## src/hw/rtl/css_easing_curve_evaluator_top_assert.svh

```systemverilog
// Assertion macros for the easing curve evaluator.
// Both use i_clk of the module they stand in; CEE_ASSERT also uses its i_rst_n.
`ifndef CSS_EASING_CURVE_EVALUATOR_TOP_ASSERT_SVH
`define CSS_EASING_CURVE_EVALUATOR_TOP_ASSERT_SVH
`ifndef NO_ASSERTIONS
`define CEE_ASSERT(lbl, prop) \
    lbl: assert property (@(posedge i_clk) disable iff (!i_rst_n) prop) \
        else $error("cee: assertion failed");
`define CEE_ASSERT_RST(lbl, prop) \
    lbl: assert property (@(posedge i_clk) prop) \
        else $error("cee: reset assertion failed");
`else
`define CEE_ASSERT(lbl, prop)
`define CEE_ASSERT_RST(lbl, prop)
`endif
`endif

```

## src/hw/rtl/cee_pkg.sv

```systemverilog
package cee_pkg;

    localparam int FRAC_BITS             = 16;
    localparam int NEWTON_ITERATIONS_DEF = 8;

    // internal signed Q format, holds -16.0 up to just under +16.0
    localparam int QW = FRAC_BITS + 5;

    localparam int PROG_W     = 19;
    localparam int EASE_W     = 19;
    localparam int MODE_W     = 4;
    localparam int CX_W       = 17;
    localparam int CY_W       = 19;
    localparam int STEP_W     = 10;
    localparam int REG_IDX_W  = 3;
    localparam int CFG_DATA_W = 19;

    typedef logic signed [QW-1:0] t_q;

    localparam longint ONE_L = longint'(1) << FRAC_BITS;
    localparam t_q ONE    = t_q'(ONE_L);
    localparam t_q ZERO   = t_q'(0);
    localparam t_q P10    = t_q'((10 * ONE_L + 50) / 100);
    localparam t_q P25    = t_q'((25 * ONE_L + 50) / 100);
    localparam t_q P42    = t_q'((42 * ONE_L + 50) / 100);
    localparam t_q P58    = t_q'((58 * ONE_L + 50) / 100);
    localparam t_q SAT_LO = t_q'(-2 * ONE_L);
    localparam t_q SAT_HI = t_q'(3 * ONE_L);

    // Newton quotient divider: |x - t| << F over |dx|, saturating quotient
    localparam int NDIV_NW = QW - 1 + FRAC_BITS;
    localparam int NDIV_DW = QW - 1;
    localparam int NDIV_QB = FRAC_BITS + 2;
    // steps divider: k << F over n, quotient never above one when n is nonzero
    localparam int SDIV_NW = FRAC_BITS + STEP_W;
    localparam int SDIV_DW = STEP_W;
    localparam int SDIV_QB = FRAC_BITS + 1;

    typedef enum logic [MODE_W-1:0] {
        MODE_LINEAR      = 4'd0,
        MODE_EASE        = 4'd1,
        MODE_EASE_IN     = 4'd2,
        MODE_EASE_OUT    = 4'd3,
        MODE_EASE_IN_OUT = 4'd4,
        MODE_CUSTOM      = 4'd5,
        MODE_STEP_START  = 4'd6,
        MODE_STEP_END    = 4'd7,
        MODE_STEPS       = 4'd8
    } t_mode;

    typedef enum logic [REG_IDX_W-1:0] {
        REG_MODE  = 3'd0,
        REG_X1    = 3'd1,
        REG_Y1    = 3'd2,
        REG_X2    = 3'd3,
        REG_Y2    = 3'd4,
        REG_STEPS = 3'd5,
        REG_JUMP  = 3'd6
    } t_reg_idx;

    typedef struct packed {
        t_q   t;        // clamped progress
        t_q   g;        // current Newton guess
        t_q   fix;      // result for non-bezier modes
        logic bez;
        logic use_div;
    } t_item;

    typedef struct packed {
        t_item item;
        logic  neg;
        logic  zero;
    } t_nwt_side;

    // product scaled by 2^-F, rounded toward minus infinity
    function automatic t_q qmul(t_q a, t_q b);
        logic signed [2*QW-1:0] p;
        p = a * b;
        return p[FRAC_BITS+QW-1:FRAC_BITS];
    endfunction

endpackage

```

## src/hw/rtl/cee_div_pipe.sv

```systemverilog
// Restoring divider, one quotient bit per stage. Quotient saturates to all
// ones when it would not fit in QB bits.
module cee_div_pipe import cee_pkg::*; #(
    parameter int NW  = SDIV_NW,
    parameter int DW  = SDIV_DW,
    parameter int QB  = SDIV_QB,
    parameter int SBW = 1
) (
    input  logic           i_clk,
    input  logic           i_rst_n,
    input  logic           i_en,
    input  logic           i_valid,
    input  logic [NW-1:0]  i_num,
    input  logic [DW-1:0]  i_den,
    input  logic [SBW-1:0] i_side,
    output logic           o_valid,
    output logic [QB-1:0]  o_quot,
    output logic [SBW-1:0] o_side
);
    localparam int CW = (NW > DW + QB) ? NW : DW + QB;

    logic           r_v    [0:QB];
    logic [QB-1:0]  r_q    [0:QB];
    logic           r_ovf  [0:QB];
    logic [SBW-1:0] r_side [0:QB];
    logic [CW-1:0]  r_rem  [0:QB-1];
    logic [DW-1:0]  r_den  [0:QB-1];

    logic [CW:0]    w_trial [1:QB];
    logic [QB-1:0]  n_q     [1:QB];
    logic [CW-1:0]  n_rem   [1:QB-1];
    logic           w_ovf;

    assign w_ovf = CW'(i_num) >= (CW'(i_den) << QB);

    always_comb begin
        for (int s = 1; s <= QB; s++) begin
            w_trial[s] = {1'b0, r_rem[s-1]} - ({1'b0, CW'(r_den[s-1])} << (QB - s));
            n_q[s] = r_q[s-1];
            n_q[s][QB-s] = !w_trial[s][CW];
        end
        for (int s = 1; s < QB; s++) begin
            n_rem[s] = w_trial[s][CW] ? r_rem[s-1] : w_trial[s][CW-1:0];
        end
    end

    always_ff @(posedge i_clk) begin
        if (!i_rst_n) begin
            for (int s = 0; s <= QB; s++) r_v[s] <= 1'b0;
        end else if (i_en) begin
            r_v[0] <= i_valid;
            for (int s = 1; s <= QB; s++) r_v[s] <= r_v[s-1];
        end
    end

    always_ff @(posedge i_clk) begin
        if (i_en) begin
            r_rem[0]  <= CW'(i_num);
            r_den[0]  <= i_den;
            r_q[0]    <= '0;
            r_ovf[0]  <= w_ovf;
            r_side[0] <= i_side;
            for (int s = 1; s <= QB; s++) begin
                r_q[s]    <= n_q[s];
                r_ovf[s]  <= r_ovf[s-1];
                r_side[s] <= r_side[s-1];
            end
            for (int s = 1; s < QB; s++) begin
                r_rem[s] <= n_rem[s];
                r_den[s] <= r_den[s-1];
            end
        end
    end

    assign o_valid = r_v[QB];
    assign o_quot  = r_ovf[QB] ? '1 : r_q[QB];
    assign o_side  = r_side[QB];

endmodule

```

## config.mk

```make
export PLATFORM = sky130hd
export DESIGN_NAME = cee_div_pipe
export DESIGN_NICKNAME = d
export VERILOG_FILES = /design/src/hw/rtl/css_easing_curve_evaluator_top_assert.svh /design/src/hw/rtl/cee_pkg.sv /design/src/hw/rtl/cee_div_pipe.sv
export SDC_FILE = /design/constraint.sdc
export NUM_CORES = 1
export LEC_CHECK = 0
export BUFFER_PORTS_ARGS = -buffer_cell sky130_fd_sc_hd__buf_4
export CAP_MARGIN = 15
export CORE_MARGIN = 2
export CORE_UTILIZATION = 57
export CTS_CLUSTER_DIAMETER = 30
export DETAILED_ROUTE_END_ITERATION = 8
export MAX_ROUTING_LAYER = met4
export PLACE_DENSITY = 0.81
export RECOVER_POWER = 25
export SLEW_MARGIN = 20
export SYNTH_ARGS = -nofsm -noshare
export SYNTH_HDL_FRONTEND = slang
export SYNTH_SLANG_ARGS = --single-unit
export TNS_END_PERCENT = 100
```

## constraint.sdc

```tcl
create_clock -name i_clk -period 3.09 [get_ports i_clk]
set_clock_uncertainty 0.15 [all_clocks]
set_input_delay 0.1545 -clock i_clk [delete_from_list [all_inputs] [get_ports i_clk]]
set_output_delay 0.1545 -clock i_clk [all_outputs]
set_load 0.005 [all_outputs]
```

==> run_results.csv, run 1 <==
group,metric,value,unit
timing,layout_min_cycle_time,3.04,ns
placement,dpl.cell_count,3729,
finish,nNetsFinal,3334,
timing,holdWs,0.112,ns
logic_synthesis,synth_common_cells,"835 x edfxtp_1, 235 x inv_1, 178 x ha_1",
cts,cts_made_buffers,154,
logic_synthesis,synthesis.nets,3024,
routing,wl_per_cell,18.4,µm
logic_synthesis,yosys.cell_count.top_type,"edfxtp_1",
hold_path,hold_path_class,"in2reg",
global_route,grt_overflow,0,
finish,final_cell_area,46200,µm²
logic_synthesis,synth.distinct_cells,76,
cts,cts_tree,"built",
logic_synthesis,netlist_area,38200,µm²
worst_setup_path,crit_arrival,3.32,ns
logic_synthesis,synth_area_leaders,"edfxtp_1 66%, ha_1 5.8%, xor2_1 2.8%",
logic_synthesis,yosysWarnings,0,
worst_setup_path,required,3.37,ns
floorplan,rows,94,
finish,final_util,69.9,%
worst_setup_path,endpoint_kind,"flip-flop",
logic_synthesis,synth_cells,2789,
cts,clk_path_buf_depth,3,
cts,clk_pin_slew,0.05,ns
timing,rsz0062_at_grt,"true",
floorplan,dieHeight,263,µm
timing,slew_headroom,46.0,%
placement,place_area,40100,µm²
power_and_ir_drop,power,40.1,mW
worst_setup_path,r2r_setup_slack,0.05,ns
logic_synthesis,yosys.area.top_type,"edfxtp_1",
power_and_ir_drop,power.density,868,nW/µm²
global_route,grt_use_total,22.5,%
timing,fin_setup_tns,0,ns
timing,tightestPinTransition,0.810,ns
cts,clockRootBuffer,"clkbuf_16",
finish,stdcell_count,4086,
timing,slew_viol_final,0,
timing,fin_ws,0.0505,ns
power_and_ir_drop,p_leak,17.6,nW
floorplan,die_area,69200,µm²
floorplan,initial_core_util,57.9,%
routing,first_pass_iters,6,
routing,vias,23700,
floorplan,ioPinCount,60,
floorplan,die_width,263,µm
floorplan,core_area,66100,µm²
worst_setup_path,path_max_fanout,5,
global_route,grt_pass1_vias,24300,
placement,globalplace.congestion,0.936,
logic_synthesis,synth_edf_count,835,
placement,port_buffers,59,
finish,area_growth,20.9,%
cts,insertion_delay,0.72,ns
logic_synthesis,ys_seq_area_share,65.6,%
status,status,"finished, final reports clean",
routing,drtIter0Drc,2134,
power_and_ir_drop,max-vdd-ir-drop,0.554,mV
global_route,antenna_found_initial,0,
routing,wirelength,75200,µm
placement,dp_hpwl,48500,µm
logic_synthesis,syn_area_per_cell,13.7,µm²
timing,finalHoldViolations,0,
timing,max_freq,329,MHz
global_route,grt_pass1_wl,122000,µm
hold_path,min_path_cells,2,
logic_synthesis,synth-seq-cells,835,
worst_setup_path,critPathLaunchType,"flip-flop",
worst_setup_path,worst-setup-path-type,"reg2reg",
flow_run,cap_violations,0,
routing,ant_nets,0,
global_route,grt_max_degree,113,
timing,setup_viol,0,
cts,clock_sinks,835,
worst_setup_path,ff2ff_path_depth,10,
logic_synthesis,async_flop_share,0,%
logic_synthesis,ys.flop_type,"edfxtp_1",
finish,diodes,0,
finish,layout-drive-gt1-share,15.6,%
routing,drc_errors,0,
placement,dp_worst_setup_slack,-0.124,ns
logic_synthesis,yosys.area.top_type_share,65.6,%
cts,htree_num_levels,4,
routing,routed_via_density,5.80,
timing,period_share,98.4,%
state kept, by name (all words and copies together) (netlist names):
register	flops
r_den	170
r_q	153
r_v	18
r_ovf	18
r_rem	458
r_side	18
what timing repair did:
item	CTS	global route
endpoints found under the hold margin	95	0
gates resized for setup	6	35
pin swaps	1	5
hold buffers	77	0
setup buffers	0	1
setup endpoints to repair	16	56
kinds of logic after synthesis:
family	share of synthesized area, %
AO/OA/AOI/OAI	8.61
adder cells (fa/ha/maj)	6.66
XOR/XNOR	4.51
AND/OR/NAND/NOR	9.49
multiplexers	2.32
flip-flops	65.6
buffers and inverters	2.84
layer usage:
layer / wire length (µm) / vias up / track usage, % / part of all wire, %
met2: 37800 / 832 / 37.3 / 50
met5: 0 / - / - / 0
met4: 2270 / 0 / 9.13 / 3.0
li1: - / 11200 / - / -
met3: 4150 / 199 / 4.59 / 5.5
met1: 31000 / 11500 / 27.2 / 41
path summary, 6_finish.rpt:
path | start | end
max | r_rem[0][328] | r_rem[0][375]
min | i_num[0] | r_rem[0][0]
max reg2reg | r_rem[0][328] | r_rem[0][375]
min reg2reg | r_q[16][16] | r_q[17][16]
final cells by class:
| type | count | area, µm² |
|---|---|---|
| clock inverters | 112 | 1210 |
| multi-input cells | 1676 | 12300 |
| flip-flops and latches | 835 | 25100 |
| repair buffers | 196 | 1780 |
| clock buffers | 167 | 3950 |
| fillers | 4177 | 19900 |
| inverters | 236 | 886 |
| well taps | 864 | 1080 |
placed cells by master, fill, tap and decap left out, drive strengths merged, types with 68 or more instances in the layout:
master       count
edfxtp         835
buf            117
ha             178
nor2           160
nand2          124
xnor2           76
inv            253
xor2           121
clkbuf         169
mux2            68
a21oi          142
o21ai          117
nor3            73
dlygate4sd3     77
critical path: stages, from the launching register on:
cell      delay, ns
edfxtp_1       0.40
inv_1          0.09
ha_1           0.16
inv_1          0.06
fa_1           0.43
a211o_1        0.35
nand4_1        0.10
a31oi_1        0.16
or2_2          0.37
nor4b_1        0.37
xor2_1         0.12
report_power, final:
part	internal, mW	switching [mW]
Clock	10.6	5.71
Combinational	3.48	4.46
Sequential	14.7	1.19
No activity file was read; power rests on OpenSTA's default activity.
==> inputs of run 2 (changes only) <==
--- a/config.mk
+++ b/config.mk
@@ -12,7 +12,7 @@
 export CTS_CLUSTER_DIAMETER = 30
 export DETAILED_ROUTE_END_ITERATION = 8
 export MAX_ROUTING_LAYER = met4
-export PLACE_DENSITY = 0.81
+export PLACE_DENSITY = 0.76
 export RECOVER_POWER = 25
 export SLEW_MARGIN = 20
 export SYNTH_ARGS = -nofsm -noshare
==> run 2 against run 1 <==
- register-to-register slack better by 0.04 ns
- combinational power about the same
- utilization increased by 0.71 points
- setup slack improved by 0.041 ns
- critical path depth is 2 lower
- routed wire length is 2.4% lower
- critical endpoint is now r_rem[0][410]
==> run_results.csv, run 2 (synthesis gave the netlist of run 1 again) <==
group,metric,value,unit
cts,insertion_delay,0.73,ns
floorplan,die_width,263,µm
timing,slew_viol_final,0,
timing,tightestPinTransition,0.831,ns
finish,largest_register,"r_rem",
timing,layout_min_cycle_time,3.00,ns
cts,clockRootBuffer,"clkbuf_16",
finish,mostFrequentLayoutCells,"835 x edfxtp_1, 235 x inv_1, 178 x ha_1",
cts,cts_tree,"built",
cts,clk_pin_slew,0.06,ns
power_and_ir_drop,power.density,877,nW/µm²
worst_setup_path,endpoint_kind,"flip-flop",
global_route,grt_max_degree,127,
timing,fin_ws,0.0912,ns
routing,first_pass_iters,7,
worst_setup_path,crit_arrival,3.32,ns
cts,cts_setup_buffers,0,
floorplan,rows,94,
worst_setup_path,critPathLaunchType,"flip-flop",
power_and_ir_drop,max-vdd-ir-drop,0.515,mV
timing,max_freq,333,MHz
finish,nNetsFinal,3355,
finish,top_regs,"r_rem: 458 flops, r_den: 170 flops, r_q: 153 flops",
global_route,grt_pass1_vias,23900,
global_route,grt_use_total,21.8,%
finish,final_common_cell,"edfxtp_1",
timing,slew_headroom,44.6,%
hold_path,min_path_cells,0,
finish,layout-drive-gt1-share,15.9,%
power_and_ir_drop,power,41.0,mW
global_route,grt_overflow,0,
routing,wirelength,73400,µm
floorplan,core_area,66100,µm²
routing,drtIter0Drc,1911,
worst_setup_path,required,3.41,ns
finish,diodes,0,
placement,dp_hpwl,47000,µm
cts,clk_path_buf_depth,3,
timing,finalHoldViolations,0,
routing,ant_nets,0,
worst_setup_path,path_max_fanout,12,
placement,dp_worst_setup_slack,-0.0871,ns
floorplan,ioPinCount,60,
finish,final_util,70.7,%
routing,wl_per_cell,17.8,µm
finish,largest_reg_flops,458,
status,status,"finished, final reports clean",
floorplan,dieHeight,263,µm
floorplan,die_area,69200,µm²
placement,port_buffers,59,
cts,clock_sinks,835,
worst_setup_path,ff2ff_path_depth,8,
global_route,antenna_found_initial,0,
placement,place_area,40300,µm²
finish,fill_cells,4232,
worst_setup_path,worst-setup-path-type,"reg2reg",
finish,final_cell_area,46700,µm²
finish,area_growth,22.1,%
placement,globalplace.congestion,0.896,
timing,setup_viol,0,
timing,period_share,97.1,%
power_and_ir_drop,p_leak,17.9,nW
cts,htree_num_levels,4,
timing,holdWs,0.231,ns
hold_path,hold_path_class,"reg2reg",
flow_run,cap_violations,0,
routing,vias,23500,
cts,cts_made_buffers,159,
routing,routed_via_density,5.71,
routing,drc_errors,0,
floorplan,initial_core_util,57.9,%
global_route,grt_pass1_wl,119000,µm
## run 2: what timing repair did
action,in CTS,in global routing
hold buffers,78,0
endpoints found under the setup margin,24,112
hold endpoints to repair,186,0
pin swaps,1,7
gates resized for setup,8,36
## run 2: per-layer routing
layer / vias up / routed length [µm] / track usage [%]
met5: - / 0 / -
met1: 11400 / 31000 / 26.8
met3: 144 / 3830 / 4.19
met2: 691 / 36900 / 35.8
met4: 0 / 1710 / 8.49
li1: 11200 / - / -
## run 2: worst paths after layout
check	startpoint	endpoint	slack, ns
max reg2reg	r_rem[0][381]	r_rem[0][410]	0.09
min reg2reg	r_rem[0][297]	r_rem[0][324]	0.23
min	r_rem[0][297]	r_rem[0][324]	0.23
max	r_rem[0][381]	r_rem[0][410]	0.09
## run 2: power breakdown
part	internal [mW]	switching, mW
Sequential	14.7	1.09
Combinational	3.52	4.39
Clock	11.3	5.99
## run 2: area by class of cell
type	instances	area (µm²)	area share (%)
timing repair buffer	212	1910	4.09
clock inverter	110	1410	3.03
tap	864	1080	2.31
multi-input combinational	1676	12300	26.3
clock buffer	185	4080	8.73
inverter	236	886	1.90
sequential	835	25100	53.7
## run 2: worst max-delay path, cell delays in order, from the launching register on
cell and delay [ns]:
edfxtp_1 0.43, ha_1 0.30, nor2b_1 0.15, o31a_1 0.31, o311a_1 0.37, a211oi_4 0.52, buf_4 0.28, a211oi_1 0.07
a21o_1 0.16
## run 2: metrics by stage
stage,std cells,setup TNS [ns]
2_1_floorplan,2789,0
3_3_place_gp,3745,-0.0458
3_5_place_dp,3745,-0.0871
4_1_cts,4118,0
5_1_grt,4118,-0.0148
6_report,4118,0
